## src/hw/rtl/bhmc_pkg.sv

```systemverilog
`default_nettype none

package bhmc_pkg;

    // Field widths
    localparam int POS_W   = 8;
    localparam int PCT_W   = 8;
    localparam int STATE_W = 4;
    localparam int OPT_W   = 3;
    localparam int CFG_IDX_W  = 3;
    localparam int CFG_DATA_W = 8;

    // Divider sizing: dividend holds 100 * 255
    localparam int DIV_DVD_W = 15;
    localparam int DIV_DSR_W = 8;

    // Duty threshold: (quotient + 1) * 20, quotient up to 255
    localparam int DUTY_W = 14;

    localparam int PCT_SCALE = 100;
    localparam int PCT_SAT   = 255;
    localparam int STEP_T1   = 20;
    localparam int STEP_T2   = 40;
    localparam int STEP_T3   = 60;
    localparam int STEP_T4   = 80;
    localparam int DUTY_STEP = 20;
    localparam int HYST      = 5;

    // Register reset values
    localparam logic [7:0]       ON_THR_RST   = 8'd128;
    localparam logic [7:0]       LOW_THR_RST  = 8'd20;
    localparam logic [7:0]       HIGH_THR_RST = 8'd235;
    localparam logic [OPT_W-1:0] OPT_RST      = 3'd0;
    localparam logic [7:0]       PW_RST       = 8'd1;

    // Register indexes
    localparam logic [CFG_IDX_W-1:0] CFG_ON_THR   = 3'd0;
    localparam logic [CFG_IDX_W-1:0] CFG_LOW_THR  = 3'd1;
    localparam logic [CFG_IDX_W-1:0] CFG_HIGH_THR = 3'd2;
    localparam logic [CFG_IDX_W-1:0] CFG_OPTIONS  = 3'd3;
    localparam logic [CFG_IDX_W-1:0] CFG_PULSE_W  = 3'd4;

    // Option bits
    localparam int OPT_ESTOP = 0;
    localparam int OPT_VAR   = 1;
    localparam int OPT_STEP  = 2;

    typedef enum logic [STATE_W-1:0] {
        ST_LOW_BEGIN  = 4'd0,
        ST_LOW_WAIT   = 4'd1,
        ST_T1_BEGIN   = 4'd2,
        ST_T1_WAIT    = 4'd3,
        ST_T2_BEGIN   = 4'd4,
        ST_T2_WAIT    = 4'd5,
        ST_T3_BEGIN   = 4'd6,
        ST_T3_WAIT    = 4'd7,
        ST_T4_BEGIN   = 4'd8,
        ST_T4_WAIT    = 4'd9,
        ST_FULL_BEGIN = 4'd10,
        ST_FULL_WAIT  = 4'd11
    } brake_state_t;

    typedef enum logic [1:0] {
        SEQ_IDLE,
        SEQ_PCT,
        SEQ_DUTY,
        SEQ_COMMIT
    } seq_state_t;

    typedef struct packed {
        logic [7:0]       on_thr;
        logic [7:0]       low_thr;
        logic [7:0]       high_thr;
        logic [OPT_W-1:0] options;
        logic [7:0]       pulse_width;
    } bhmc_cfg_t;

    typedef struct packed {
        logic         brake_on;
        logic         brake_off;
        logic         emergency;
        brake_state_t state;
    } mode_status_t;

endpackage

`default_nettype wire

```

## src/hw/rtl/bhmc_div.sv

```systemverilog
`default_nettype none

// Restoring divider, one quotient bit per cycle.
module bhmc_div (
    input  wire                              clk,
    input  wire                              rst_n,
    input  wire                              start,
    input  wire  [bhmc_pkg::DIV_DVD_W-1:0]   dividend,
    input  wire  [bhmc_pkg::DIV_DSR_W-1:0]   divisor,
    output logic                             busy,
    output logic                             done,
    output logic [bhmc_pkg::DIV_DVD_W-1:0]   quotient
);

    localparam int DW    = bhmc_pkg::DIV_DVD_W;
    localparam int SW    = bhmc_pkg::DIV_DSR_W;
    localparam int CNT_W = $clog2(DW);

    logic [DW-1:0]    dvd_reg, dvd_next;
    logic [SW:0]      rem_reg, rem_next;
    logic [SW-1:0]    dsr_reg;
    logic [CNT_W-1:0] cnt_reg, cnt_next;
    logic             busy_reg, busy_next;
    logic             done_reg, done_next;
    logic [SW:0]      rem_shift;
    logic             qbit;

    always_comb
    begin
        rem_shift = {rem_reg[SW-1:0], dvd_reg[DW-1]};
        qbit      = (rem_shift >= {1'b0, dsr_reg});
        rem_next  = qbit ? (rem_shift - {1'b0, dsr_reg}) : rem_shift;
        dvd_next  = {dvd_reg[DW-2:0], qbit};
        cnt_next  = cnt_reg - CNT_W'(1);
        busy_next = busy_reg && (cnt_reg != '0);
        done_next = busy_reg && (cnt_reg == '0);
    end

    always_ff @(posedge clk or negedge rst_n)
    begin
        if (!rst_n)
        begin
            busy_reg <= 1'b0;
            done_reg <= 1'b0;
            cnt_reg  <= '0;
        end
        else if (start)
        begin
            busy_reg <= 1'b1;
            done_reg <= 1'b0;
            cnt_reg  <= CNT_W'(DW - 1);
        end
        else
        begin
            busy_reg <= busy_next;
            done_reg <= done_next;
            if (busy_reg)
            begin
                cnt_reg <= cnt_next;
            end
        end
    end

    always_ff @(posedge clk)
    begin
        if (start)
        begin
            dvd_reg <= dividend;
            dsr_reg <= divisor;
            rem_reg <= '0;
        end
        else if (busy_reg)
        begin
            dvd_reg <= dvd_next;
            rem_reg <= rem_next;
        end
    end

    assign busy     = busy_reg;
    assign done     = done_reg;
    assign quotient = dvd_reg;

endmodule

`default_nettype wire

```

## src/hw/rtl/bhmc_mode.sv

```systemverilog
`default_nettype none

// Brake mode state and flags; advance once per commit.
module bhmc_mode (
    input  wire                             clk,
    input  wire                             rst_n,
    input  wire                             commit,
    input  wire  [bhmc_pkg::POS_W-1:0]      pos,
    input  wire  [bhmc_pkg::PCT_W-1:0]      pct,
    input  wire  [7:0]                      duty_q,
    input  bhmc_pkg::bhmc_cfg_t             cfg,
    output bhmc_pkg::mode_status_t          status
);

    localparam int DW = bhmc_pkg::DUTY_W;

    localparam logic [7:0] PCT_T1 = 8'(bhmc_pkg::STEP_T1);
    localparam logic [7:0] PCT_T2 = 8'(bhmc_pkg::STEP_T2);
    localparam logic [7:0] PCT_T3 = 8'(bhmc_pkg::STEP_T3);
    localparam logic [7:0] PCT_T4 = 8'(bhmc_pkg::STEP_T4);

    bhmc_pkg::brake_state_t state_reg, state_next;
    logic apply_reg, apply_next;
    logic release_reg, release_next;
    logic estop_reg, estop_next;

    logic          below;
    logic          above;
    logic          var_en;
    logic          stp_en;
    logic [DW-1:0] duty;
    logic          at_duty;
    logic [7:0]    lim;

    always_comb
    begin
        below   = pos < cfg.low_thr;
        above   = pos > cfg.high_thr;
        var_en  = cfg.options[bhmc_pkg::OPT_VAR];
        stp_en  = cfg.options[bhmc_pkg::OPT_STEP];
        duty    = (DW'(duty_q) + DW'(1)) * DW'(bhmc_pkg::DUTY_STEP);
        at_duty = DW'(pct) >= duty;
        lim     = (cfg.on_thr > 8'(bhmc_pkg::HYST)) ? (cfg.on_thr - 8'(bhmc_pkg::HYST)) : 8'd0;
        if (cfg.low_thr > lim)
        begin
            lim = cfg.low_thr;
        end
    end

    always_comb
    begin
        state_next   = state_reg;
        apply_next   = apply_reg;
        release_next = release_reg;
        estop_next   = estop_reg;

        if (cfg.options[bhmc_pkg::OPT_ESTOP])
        begin
            if (below)
            begin
                estop_next = 1'b0;
            end
            if (above)
            begin
                estop_next = 1'b1;
            end
        end
        else
        begin
            estop_next = 1'b0;
        end

        if (var_en && stp_en)
        begin
            case (state_reg)
                bhmc_pkg::ST_LOW_BEGIN:
                begin
                    release_next = 1'b1;
                    state_next   = bhmc_pkg::ST_LOW_WAIT;
                end
                bhmc_pkg::ST_LOW_WAIT:
                begin
                    release_next = 1'b0;
                    if (pct >= PCT_T1)
                    begin
                        state_next = bhmc_pkg::ST_T1_BEGIN;
                    end
                end
                bhmc_pkg::ST_T1_BEGIN, bhmc_pkg::ST_T2_BEGIN, bhmc_pkg::ST_T3_BEGIN,
                bhmc_pkg::ST_T4_BEGIN, bhmc_pkg::ST_FULL_BEGIN:
                begin
                    apply_next = 1'b1;
                    state_next = bhmc_pkg::brake_state_t'(state_reg + 4'd1);
                end
                bhmc_pkg::ST_T1_WAIT:
                begin
                    apply_next = 1'b0;
                    if (below)
                    begin
                        state_next = bhmc_pkg::ST_LOW_BEGIN;
                    end
                    else if (pct >= PCT_T2)
                    begin
                        state_next = bhmc_pkg::ST_T2_BEGIN;
                    end
                end
                bhmc_pkg::ST_T2_WAIT:
                begin
                    apply_next = 1'b0;
                    if (below)
                    begin
                        state_next = bhmc_pkg::ST_LOW_BEGIN;
                    end
                    else if (pct >= PCT_T3)
                    begin
                        state_next = bhmc_pkg::ST_T3_BEGIN;
                    end
                end
                bhmc_pkg::ST_T3_WAIT:
                begin
                    apply_next = 1'b0;
                    if (below)
                    begin
                        state_next = bhmc_pkg::ST_LOW_BEGIN;
                    end
                    else if (pct >= PCT_T4)
                    begin
                        state_next = bhmc_pkg::ST_T4_BEGIN;
                    end
                end
                bhmc_pkg::ST_T4_WAIT:
                begin
                    apply_next = 1'b0;
                    if (below)
                    begin
                        state_next = bhmc_pkg::ST_LOW_BEGIN;
                    end
                    else if (above)
                    begin
                        state_next = bhmc_pkg::ST_FULL_BEGIN;
                    end
                end
                bhmc_pkg::ST_FULL_WAIT:
                begin
                    apply_next = 1'b0;
                    if (below)
                    begin
                        state_next = bhmc_pkg::ST_LOW_BEGIN;
                    end
                end
                default:
                begin
                    state_next = state_reg;
                end
            endcase
        end
        else if (var_en)
        begin
            case (state_reg)
                bhmc_pkg::ST_LOW_BEGIN:
                begin
                    apply_next = 1'b0;
                    state_next = bhmc_pkg::ST_LOW_WAIT;
                end
                bhmc_pkg::ST_LOW_WAIT:
                begin
                    release_next = 1'b1;
                    state_next   = bhmc_pkg::ST_T1_BEGIN;
                end
                bhmc_pkg::ST_T1_BEGIN, bhmc_pkg::ST_T1_WAIT,
                bhmc_pkg::ST_T2_BEGIN, bhmc_pkg::ST_T2_WAIT:
                begin
                    if (at_duty)
                    begin
                        state_next = bhmc_pkg::ST_FULL_BEGIN;
                    end
                end
                bhmc_pkg::ST_T3_BEGIN, bhmc_pkg::ST_T3_WAIT,
                bhmc_pkg::ST_T4_BEGIN, bhmc_pkg::ST_T4_WAIT:
                begin
                    if (!at_duty)
                    begin
                        state_next = bhmc_pkg::ST_LOW_BEGIN;
                    end
                end
                bhmc_pkg::ST_FULL_BEGIN:
                begin
                    release_next = 1'b0;
                    state_next   = bhmc_pkg::ST_FULL_WAIT;
                end
                bhmc_pkg::ST_FULL_WAIT:
                begin
                    apply_next = 1'b1;
                    state_next = bhmc_pkg::ST_T3_BEGIN;
                end
                default:
                begin
                    state_next = state_reg;
                end
            endcase
        end
        else
        begin
            if (state_reg <= bhmc_pkg::ST_LOW_WAIT)
            begin
                release_next = 1'b1;
                if (!below)
                begin
                    state_next = bhmc_pkg::ST_T1_BEGIN;
                end
            end
            else if (state_reg <= bhmc_pkg::ST_T4_WAIT)
            begin
                apply_next   = 1'b0;
                release_next = 1'b0;
                if (below)
                begin
                    state_next = bhmc_pkg::ST_LOW_BEGIN;
                end
                else if (pos >= cfg.on_thr)
                begin
                    state_next = bhmc_pkg::ST_FULL_BEGIN;
                end
            end
            else if (state_reg <= bhmc_pkg::ST_FULL_WAIT)
            begin
                apply_next = 1'b1;
                if (pos < lim)
                begin
                    state_next = bhmc_pkg::ST_T1_BEGIN;
                end
            end
        end
    end

    always_ff @(posedge clk or negedge rst_n)
    begin
        if (!rst_n)
        begin
            state_reg   <= bhmc_pkg::ST_LOW_BEGIN;
            apply_reg   <= 1'b0;
            release_reg <= 1'b0;
            estop_reg   <= 1'b0;
        end
        else if (commit)
        begin
            state_reg   <= state_next;
            apply_reg   <= apply_next;
            release_reg <= release_next;
            estop_reg   <= estop_next;
        end
    end

    assign status.brake_on  = apply_reg;
    assign status.brake_off = release_reg;
    assign status.emergency = estop_reg;
    assign status.state     = state_reg;

endmodule

`default_nettype wire

```

## src/hw/rtl/brake_handle_mode_controller.sv

```systemverilog
`default_nettype none

// Brake handle mode controller. Each input word carries one handle sample and
// the current value of the external pulse counter; each produces exactly one
// output word with the brake apply, release and emergency flags, the handle
// percentage of the low-to-high threshold span (saturated at 255) and the mode
// state after the step. A new word is accepted only once the last one has been
// committed: a single shared restoring divider runs two passes per word
// (percentage, then counter over pulse width), each shifting out every quotient
// bit and then picking up the quotient (the first pickup also reloads the
// divider); then the mode update is committed and the sequencer returns to idle,
// where the next word is accepted. in_stall stays high while a word is
// in work. The finished word sits in the output register, so the next word is
// accepted and divided while it waits; only the commit waits for the output to
// drain. Configuration writes take effect at once and belong to idle periods;
// indexes past the last register are ignored.
module brake_handle_mode_controller (
    input  wire                                clk,
    input  wire                                rst_n,
    // configuration
    input  wire                                cfg_write,
    input  wire  [bhmc_pkg::CFG_IDX_W-1:0]     cfg_index,
    input  wire  [bhmc_pkg::CFG_DATA_W-1:0]    cfg_data,
    // input words
    input  wire                                in_valid,
    output logic                               in_stall,
    input  wire  [bhmc_pkg::POS_W-1:0]         handle_position,
    input  wire  [7:0]                         pulse_count,
    // output words
    output logic                               out_valid,
    input  wire                                out_stall,
    output logic                               brake_on,
    output logic                               brake_off,
    output logic                               emergency,
    output logic [bhmc_pkg::PCT_W-1:0]         percent,
    output logic [bhmc_pkg::STATE_W-1:0]       mode_state
);

    localparam int DW = bhmc_pkg::DIV_DVD_W;

    bhmc_pkg::bhmc_cfg_t    cfg_reg;
    bhmc_pkg::seq_state_t   seq_reg, seq_next;
    bhmc_pkg::mode_status_t status;

    logic [bhmc_pkg::POS_W-1:0] pos_reg;
    logic [7:0]                 count_reg;
    logic [bhmc_pkg::PCT_W-1:0] pct_reg, pct_next;
    logic [7:0]                 duty_q_reg;
    logic [bhmc_pkg::PCT_W-1:0] pct_out_reg;
    logic                       out_valid_reg;

    logic        in_accept;
    logic        out_free;
    logic        div_start;
    logic        div_sel_duty;
    logic        cap_pct;
    logic        cap_duty;
    logic        commit;
    logic [DW-1:0] div_dividend;
    logic [7:0]  div_divisor;
    logic        div_busy;
    logic        div_done;
    logic [DW-1:0] div_quot;
    logic [7:0]  span_diff;
    logic [7:0]  pw_eff;

    // Configuration registers
    always_ff @(posedge clk or negedge rst_n)
    begin
        if (!rst_n)
        begin
            cfg_reg.on_thr      <= bhmc_pkg::ON_THR_RST;
            cfg_reg.low_thr     <= bhmc_pkg::LOW_THR_RST;
            cfg_reg.high_thr    <= bhmc_pkg::HIGH_THR_RST;
            cfg_reg.options     <= bhmc_pkg::OPT_RST;
            cfg_reg.pulse_width <= bhmc_pkg::PW_RST;
        end
        else if (cfg_write)
        begin
            case (cfg_index)
                bhmc_pkg::CFG_ON_THR:   cfg_reg.on_thr      <= cfg_data;
                bhmc_pkg::CFG_LOW_THR:  cfg_reg.low_thr     <= cfg_data;
                bhmc_pkg::CFG_HIGH_THR: cfg_reg.high_thr    <= cfg_data;
                bhmc_pkg::CFG_OPTIONS:  cfg_reg.options     <= cfg_data[bhmc_pkg::OPT_W-1:0];
                bhmc_pkg::CFG_PULSE_W:  cfg_reg.pulse_width <= cfg_data;
                default:                cfg_reg             <= cfg_reg;
            endcase
        end
    end

    assign in_accept = in_valid && !in_stall;
    assign out_free  = !out_valid_reg || !out_stall;

    // Divider operands: percent pass takes the fresh sample off the port
    always_comb
    begin
        span_diff = handle_position - cfg_reg.low_thr;
        pw_eff    = (cfg_reg.pulse_width == 8'd0) ? 8'd1 : cfg_reg.pulse_width;
        if (div_sel_duty)
        begin
            div_dividend = DW'(count_reg);
            div_divisor  = pw_eff;
        end
        else
        begin
            div_dividend = DW'(span_diff) * DW'(bhmc_pkg::PCT_SCALE);
            div_divisor  = cfg_reg.high_thr - cfg_reg.low_thr;
        end
    end

    // Percent special cases: below low is zero, empty or inverted span or a quotient above 255 saturates
    always_comb
    begin
        if (pos_reg < cfg_reg.low_thr)
        begin
            pct_next = '0;
        end
        else if (cfg_reg.high_thr <= cfg_reg.low_thr)
        begin
            pct_next = bhmc_pkg::PCT_W'(bhmc_pkg::PCT_SAT);
        end
        else if (div_quot > DW'(bhmc_pkg::PCT_SAT))
        begin
            pct_next = bhmc_pkg::PCT_W'(bhmc_pkg::PCT_SAT);
        end
        else
        begin
            pct_next = div_quot[bhmc_pkg::PCT_W-1:0];
        end
    end

    // Sequencer next state
    always_comb
    begin
        seq_next = seq_reg;
        case (seq_reg)
            bhmc_pkg::SEQ_IDLE:
            begin
                if (in_valid)
                begin
                    seq_next = bhmc_pkg::SEQ_PCT;
                end
            end
            bhmc_pkg::SEQ_PCT:
            begin
                if (div_done)
                begin
                    seq_next = bhmc_pkg::SEQ_DUTY;
                end
            end
            bhmc_pkg::SEQ_DUTY:
            begin
                if (div_done)
                begin
                    seq_next = bhmc_pkg::SEQ_COMMIT;
                end
            end
            bhmc_pkg::SEQ_COMMIT:
            begin
                if (out_free)
                begin
                    seq_next = bhmc_pkg::SEQ_IDLE;
                end
            end
            default:
            begin
                seq_next = bhmc_pkg::SEQ_IDLE;
            end
        endcase
    end

    // Sequencer outputs
    always_comb
    begin
        in_stall     = 1'b1;
        div_start    = 1'b0;
        div_sel_duty = 1'b0;
        cap_pct      = 1'b0;
        cap_duty     = 1'b0;
        commit       = 1'b0;
        case (seq_reg)
            bhmc_pkg::SEQ_IDLE:
            begin
                in_stall  = 1'b0;
                div_start = in_valid;
            end
            bhmc_pkg::SEQ_PCT:
            begin
                cap_pct      = div_done;
                div_start    = div_done;
                div_sel_duty = 1'b1;
            end
            bhmc_pkg::SEQ_DUTY:
            begin
                cap_duty = div_done;
            end
            bhmc_pkg::SEQ_COMMIT:
            begin
                commit = out_free;
            end
            default:
            begin
                in_stall = 1'b1;
            end
        endcase
    end

    always_ff @(posedge clk or negedge rst_n)
    begin
        if (!rst_n)
        begin
            seq_reg       <= bhmc_pkg::SEQ_IDLE;
            out_valid_reg <= 1'b0;
        end
        else
        begin
            seq_reg <= seq_next;
            if (commit)
            begin
                out_valid_reg <= 1'b1;
            end
            else if (!out_stall)
            begin
                out_valid_reg <= 1'b0;
            end
        end
    end

    // Hold the word under work and the intermediate results
    always_ff @(posedge clk)
    begin
        if (in_accept)
        begin
            pos_reg   <= handle_position;
            count_reg <= pulse_count;
        end
        if (cap_pct)
        begin
            pct_reg <= pct_next;
        end
        if (cap_duty)
        begin
            duty_q_reg <= div_quot[7:0];
        end
        if (commit)
        begin
            pct_out_reg <= pct_reg;
        end
    end

    bhmc_div u_div (
        .clk      (clk),
        .rst_n    (rst_n),
        .start    (div_start),
        .dividend (div_dividend),
        .divisor  (div_divisor),
        .busy     (div_busy),
        .done     (div_done),
        .quotient (div_quot)
    );

    bhmc_mode u_mode (
        .clk    (clk),
        .rst_n  (rst_n),
        .commit (commit),
        .pos    (pos_reg),
        .pct    (pct_reg),
        .duty_q (duty_q_reg),
        .cfg    (cfg_reg),
        .status (status)
    );

    assign out_valid  = out_valid_reg;
    assign brake_on   = status.brake_on;
    assign brake_off  = status.brake_off;
    assign emergency  = status.emergency;
    assign percent    = pct_out_reg;
    assign mode_state = status.state;

`ifndef SYNTHESIS
    // The mode state never leaves the defined codes
    a_state_range: assert property (@(posedge clk) disable iff (!rst_n)
        mode_state <= 4'd11)
        else $error("mode state outside defined codes");

    // Never restart the divider mid-pass
    a_div_start_idle: assert property (@(posedge clk) disable iff (!rst_n)
        div_start |-> !div_busy)
        else $error("divider restarted while busy");

    // Divider completions only while the sequencer waits on one
    a_div_done_seq: assert property (@(posedge clk) disable iff (!rst_n)
        div_done |-> (seq_reg == bhmc_pkg::SEQ_PCT || seq_reg == bhmc_pkg::SEQ_DUTY))
        else $error("divider done outside a division step");

    // An accepted word starts the percent pass in the next cycle
    a_accept_to_pct: assert property (@(posedge clk) disable iff (!rst_n)
        in_accept |=> (seq_reg == bhmc_pkg::SEQ_PCT && div_busy))
        else $error("accepted word did not start division");

    // A commit always presents an output word
    a_commit_out: assert property (@(posedge clk) disable iff (!rst_n)
        commit |=> out_valid)
        else $error("commit without output word");
`endif

endmodule

`default_nettype wire

```

## config.mk

```make
export PLATFORM = sky130hd
export DESIGN_NAME = brake_handle_mode_controller
export DESIGN_NICKNAME = d
export VERILOG_FILES = /design/src/hw/rtl/bhmc_pkg.sv /design/src/hw/rtl/bhmc_div.sv /design/src/hw/rtl/bhmc_mode.sv /design/src/hw/rtl/brake_handle_mode_controller.sv
export SDC_FILE = /design/constraint.sdc
export NUM_CORES = 1
export LEC_CHECK = 0
export BUFFER_PORTS_ARGS = -buffer_cell sky130_fd_sc_hd__buf_2
export CORE_UTILIZATION = 30
export DETAILED_ROUTE_END_ITERATION = 8
export HOLD_SLACK_MARGIN = 0.03
export PLACE_DENSITY = 0.5
export SYNTH_ARGS = -nofsm -noshare
export SYNTH_HDL_FRONTEND = slang
export SYNTH_SLANG_ARGS = --single-unit
```

## constraint.sdc

```tcl
create_clock -name clk -period 4.54 [get_ports clk]
set_input_delay 0.454 -clock clk [delete_from_list [all_inputs] [get_ports clk]]
set_output_delay 0.454 -clock clk [all_outputs]
set_load 0.02 [all_outputs]
```

==> impl_metrics.xml <==
<?xml version="1.0" encoding="UTF-8"?>
<metrics>
  <group name="setup_path">
    <metric name="end_kind" unit="">flop</metric>
    <metric name="timing.critical_path.fanout_max" unit="">6</metric>
    <metric name="critical_path_arrival" unit="ns">4.89</metric>
    <metric name="timing.setup.critical_path_class" unit="">flop to flop</metric>
    <metric name="worst_ep_required_time" unit="ns">4.84</metric>
    <metric name="regToRegStartpoint" unit="">cfg_reg[27]</metric>
    <metric name="worstSetupStartpointType" unit="">flop</metric>
    <metric name="timing.critical_path.to" unit="">u_mode.state_reg[2]</metric>
    <metric name="critical_path.max_stage_delay" unit="ns">0.42</metric>
    <metric name="worst_r2r_endpoint" unit="">u_mode.state_reg[2]</metric>
    <metric name="reg2regPathDepth" unit="">21</metric>
    <metric name="r2r_slack" unit="ns">-0.05</metric>
    <metric name="worst-path-buf-inv" unit="">2</metric>
    <metric name="cpLargestDelayFamily" unit="">compound AO/OA/AOI/OAI gates</metric>
    <metric name="critPathSlowestCell" unit="">sky130_fd_sc_hd__dfrtp_1</metric>
    <metric name="timing.critical_path.from" unit="">cfg_reg[27]</metric>
    <metric name="path_depth" unit="">21</metric>
    <metric name="path_cells" unit="">inv_2 &gt; ha_4 &gt; nand2b_4 &gt; nor2_4 &gt; nor3_4 &gt; buf_4 &gt; nor2_2 &gt; ha_1 &gt; nand4_1 &gt; or2_4 &gt; a21oi_4 &gt; mux2_4 &gt; ha_4 &gt; a21o_1 &gt; a21o_1 &gt; a211o_1 &gt; a221oi_2 &gt; o211ai_1 &gt; a211oi_2 &gt; o211ai_2 &gt; mux2_4</metric>
  </group>
  <group name="place">
    <metric name="place_ws" unit="ns">-0.148</metric>
    <metric name="finalWeightedCongestion" unit="">0.858</metric>
    <metric name="io_buffers" unit="">48</metric>
    <metric name="place.detailed.hpwl" unit="mm">16.9</metric>
  </group>
  <group name="timing">
    <metric name="fin_crit" unit="ns">4.59</metric>
    <metric name="hold_slack" unit="ns">0.172</metric>
    <metric name="slew_of_the_pin_with_the_lowest_slew_margin" unit="ns">0.985</metric>
    <metric name="hold_violations_final" unit="">0</metric>
    <metric name="layout_worst_path_cycle_share" unit="%">101</metric>
    <metric name="timing.final.ws_setup" unit="ns">-0.0494</metric>
    <metric name="slew_headroom" unit="%">34.1</metric>
    <metric name="slew_viols_final" unit="">0</metric>
    <metric name="fmax" unit="GHz">0.218</metric>
    <metric name="fin_skew" unit="ns">0.0204</metric>
    <metric name="setup_viol" unit="">4</metric>
    <metric name="rsz0062_at_grt" unit="">true</metric>
  </group>
  <group name="global_route">
    <metric name="grt_max_degree" unit="">52</metric>
    <metric name="global_route.usage.total" unit="%">15.8</metric>
    <metric name="grt_antenna_before_repair" unit="">0</metric>
    <metric name="vias_in_the_first_global_route" unit="">6528</metric>
    <metric name="grt_pass1_wl" unit="mm">35.5</metric>
    <metric name="globalRoute.totalOverflow" unit="">0</metric>
  </group>
  <group name="logic_synthesis">
    <metric name="synth_simple_gate_area_share" unit="%">12.7</metric>
    <metric name="synthesis.area_per_instance" unit="µm²">9.94</metric>
    <metric name="main_flop_type_after_synthesis" unit="">sky130_fd_sc_hd__edfxtp_1</metric>
    <metric name="synth_xor_area_share" unit="%">3.65</metric>
    <metric name="synth_top_family_by_area" unit="">adder cells</metric>
    <metric name="yosys_register_bits" unit="">122</metric>
    <metric name="synth_enable_flop_cells" unit="">63</metric>
    <metric name="share_of_synthesized_area_occupied_by_flip_flops_and_latches" unit="%">38.7</metric>
    <metric name="synth_cell_types" unit="">70</metric>
    <metric name="synth.net_count" unit="">1030</metric>
    <metric name="synthMuxAreaShare" unit="%">4.92</metric>
    <metric name="netlist_instances" unit="">869</metric>
    <metric name="syn_area" unit="mm²">0.00864</metric>
    <metric name="ys_async_sr_fraction" unit="%">41.8</metric>
    <metric name="synth-compound-area-share" unit="%">16.2</metric>
    <metric name="synth.yosys.warnings" unit="">0</metric>
    <metric name="synth_fa_ha_area_share" unit="%">19.3</metric>
  </group>
  <group name="clock_tree">
    <metric name="tritoncts.num_buffers" unit="">17</metric>
    <metric name="tritoncts" unit="">built</metric>
    <metric name="clkSinkCount" unit="">122</metric>
    <metric name="clk_pin_slew_worst_paths" unit="ns">0.06</metric>
    <metric name="cts_max_level" unit="">4</metric>
    <metric name="clock_latency_on_the_worst_skew_pair" unit="ns">0.43</metric>
    <metric name="cts_root_buffer" unit="">sky130_fd_sc_hd__clkbuf_16</metric>
    <metric name="ctsLongestPathBuffers" unit="">2</metric>
    <metric name="cts_hold_buffers" unit="">0</metric>
  </group>
  <group name="power_and_ir_drop">
    <metric name="power_switching" unit="mW">2.97</metric>
    <metric name="clock_power_share" unit="%">17.5</metric>
    <metric name="combPwrFrac" unit="%">56.5</metric>
    <metric name="leakage" unit="nW">4.57</metric>
    <metric name="p_per_area" unit="mW/mm²">706</metric>
    <metric name="netSwitchingFraction" unit="%">40.5</metric>
    <metric name="design_internal_power" unit="mW">4.37</metric>
    <metric name="vdd.ir_drop.worst" unit="V">0.000345</metric>
    <metric name="power_frac_seq" unit="%">26.0</metric>
  </group>
  <group name="cells_and_area">
    <metric name="most-common-layout-cells" unit="">sky130_fd_sc_hd__ha_1, sky130_fd_sc_hd__nand2_1, sky130_fd_sc_hd__inv_1</metric>
    <metric name="layout_cells_sized_above_1" unit="%">19.7</metric>
    <metric name="most_common_cell_after_layout_fill_and_taps_aside" unit="">sky130_fd_sc_hd__ha_1</metric>
    <metric name="antenna_cells" unit="">0</metric>
    <metric name="layout_area_overhead" unit="%">20.3</metric>
    <metric name="largest_reg_flops" unit="">35</metric>
    <metric name="num-nets-final" unit="">1126</metric>
    <metric name="final_core_utilization" unit="%">37.0</metric>
    <metric name="fillerInstances" unit="">2914</metric>
  </group>
  <group name="detailed_routing">
    <metric name="vias" unit="">6615</metric>
    <metric name="sum_of_routed_wire_length_over_all_layers" unit="mm">22.3</metric>
    <metric name="drt_iter0_drc" unit="">338</metric>
    <metric name="remaining_drc_errors" unit="">0</metric>
    <metric name="postRouteAntennaNets" unit="">0</metric>
    <metric name="drt-vias-per-instance" unit="">4.88</metric>
    <metric name="detail_route.first_pass.iterations" unit="">4</metric>
    <metric name="detail_route.wl_per_cell" unit="µm">16.4</metric>
  </group>
  <group name="floorplanning">
    <metric name="initial_core_utilization" unit="%">30.8</metric>
    <metric name="dieWidth" unit="µm">172</metric>
    <metric name="die_h" unit="µm">172</metric>
    <metric name="core_footprint" unit="mm²">0.0281</metric>
    <metric name="io_pins" unit="">49</metric>
    <metric name="fp-row-count" unit="">61</metric>
    <metric name="die_area" unit="mm²">0.0295</metric>
  </group>
  <group name="min_path">
    <metric name="hold_path_class" unit="">input pin to asynchronous set/reset pin</metric>
  </group>
  <group name="job">
    <metric name="max_cap_viol_count" unit="">0</metric>
  </group>
  <group name="status">
    <metric name="run_status" unit="">complete, but fails checks</metric>
    <metric name="violations_in_the_final_reports" unit="">negative setup slack</metric>
  </group>
</metrics>
[through the flow]
| step | TNS (ns) | area (µm²) | std cells | power, mW |
|---|---|---|---|---|
| global route | -0.739 | 10400 | 1356 | 8.02 |
| detailed placement | -0.539 | 9580 | 1310 | 5.86 |
| floorplan | 0 | 8670 | 869 | 4.72 |
| global placement | -0.272 | 9580 | 1310 | 5.83 |
| CTS | 0 | 10300 | 1352 | 7.30 |
| finish | -0.144 | 10400 | 1356 | 7.34 |
[cell type report]
class	instances	area, µm²	area share, %
Inverter	81	304	2.92
Multi-Input combinational cell	643	5090	49.0
Clock inverter	10	103	0.987
Timing Repair Buffer	100	638	6.14
Clock buffer	22	444	4.27
Sequential cell	122	3340	32.1
Tap cell	378	473	4.55
[metal layers]
metal  up-vias  GRT usage (%)  share of wire (%)  wire (µm)
li1       3326              -                  -          -
met3        12           2.58                3.6        795
met5         -              0                  0          0
met4         0           5.01                1.1        244
met1      3158           22.1                 50      11100
met2       119           24.8                 46      10200
[logic make-up (layout without fill, tap and decap cells)]
| group | count (synthesis) | count (layout) |
|---|---|---|
| AND/OR/NAND/NOR | 223 | 223 |
| AO/OA/AOI/OAI | 216 | 216 |
| adder cells (fa/ha/maj) | 129 | 129 |
| flip-flops | 122 | 122 |
| buffers and inverters | 104 | 213 |
| multiplexers | 39 | 39 |
| XOR/XNOR | 36 | 36 |
[Yosys cell counts, drive strengths merged (19+ instances only)]
cell type	n	area, µm²
nor2	35	131
mux2	22	255
o21ai	76	380
a21oi	49	245
dfrtp	41	1030
clkbuf	20	75.1
nand3	19	95.1
edfxtp	63	1890
ha	122	1530
xnor2	25	219
inv	81	304
nand2	83	312
[how the worst min path moves through the flow]
stage / endpoint / slack, ns / cells past startpoint / from
6_report: cfg_reg[30] / 0.17 / 2 / rst_n
5_1_grt: count_reg[4] / 0.19 / 1 / pulse_count[4]
4_1_cts: count_reg[6] / 0.19 / 1 / pulse_count[6]
3_5_place_dp: percent[0] / 0.46 / 0 / pct_reg[0]
3_3_place_gp: percent[1] / 0.46 / 0 / pct_reg[1]
2_1_floorplan: cfg_reg[10] / 0.16 / 0 / rst_n
[power by group through the flow]
stage	Clock [mW]	Sequential, mW	Combinational (mW)
floorplan	0	1.83	2.89
global placement	0	1.92	3.90
detailed placement	0	1.92	3.93
CTS	1.31	1.91	4.08
global route	1.36	1.96	4.69
finish	1.29	1.91	4.15
[timing repair]
| action | 4_1_cts | 5_1_grt |
|---|---|---|
| gates resized for setup | 17 | 18 |
| pin swaps | 12 | 16 |
| setup buffers | 10 | 6 |
| setup endpoints to repair | 4 | 7 |
Note: power is estimated with default switching activity, not from simulation.
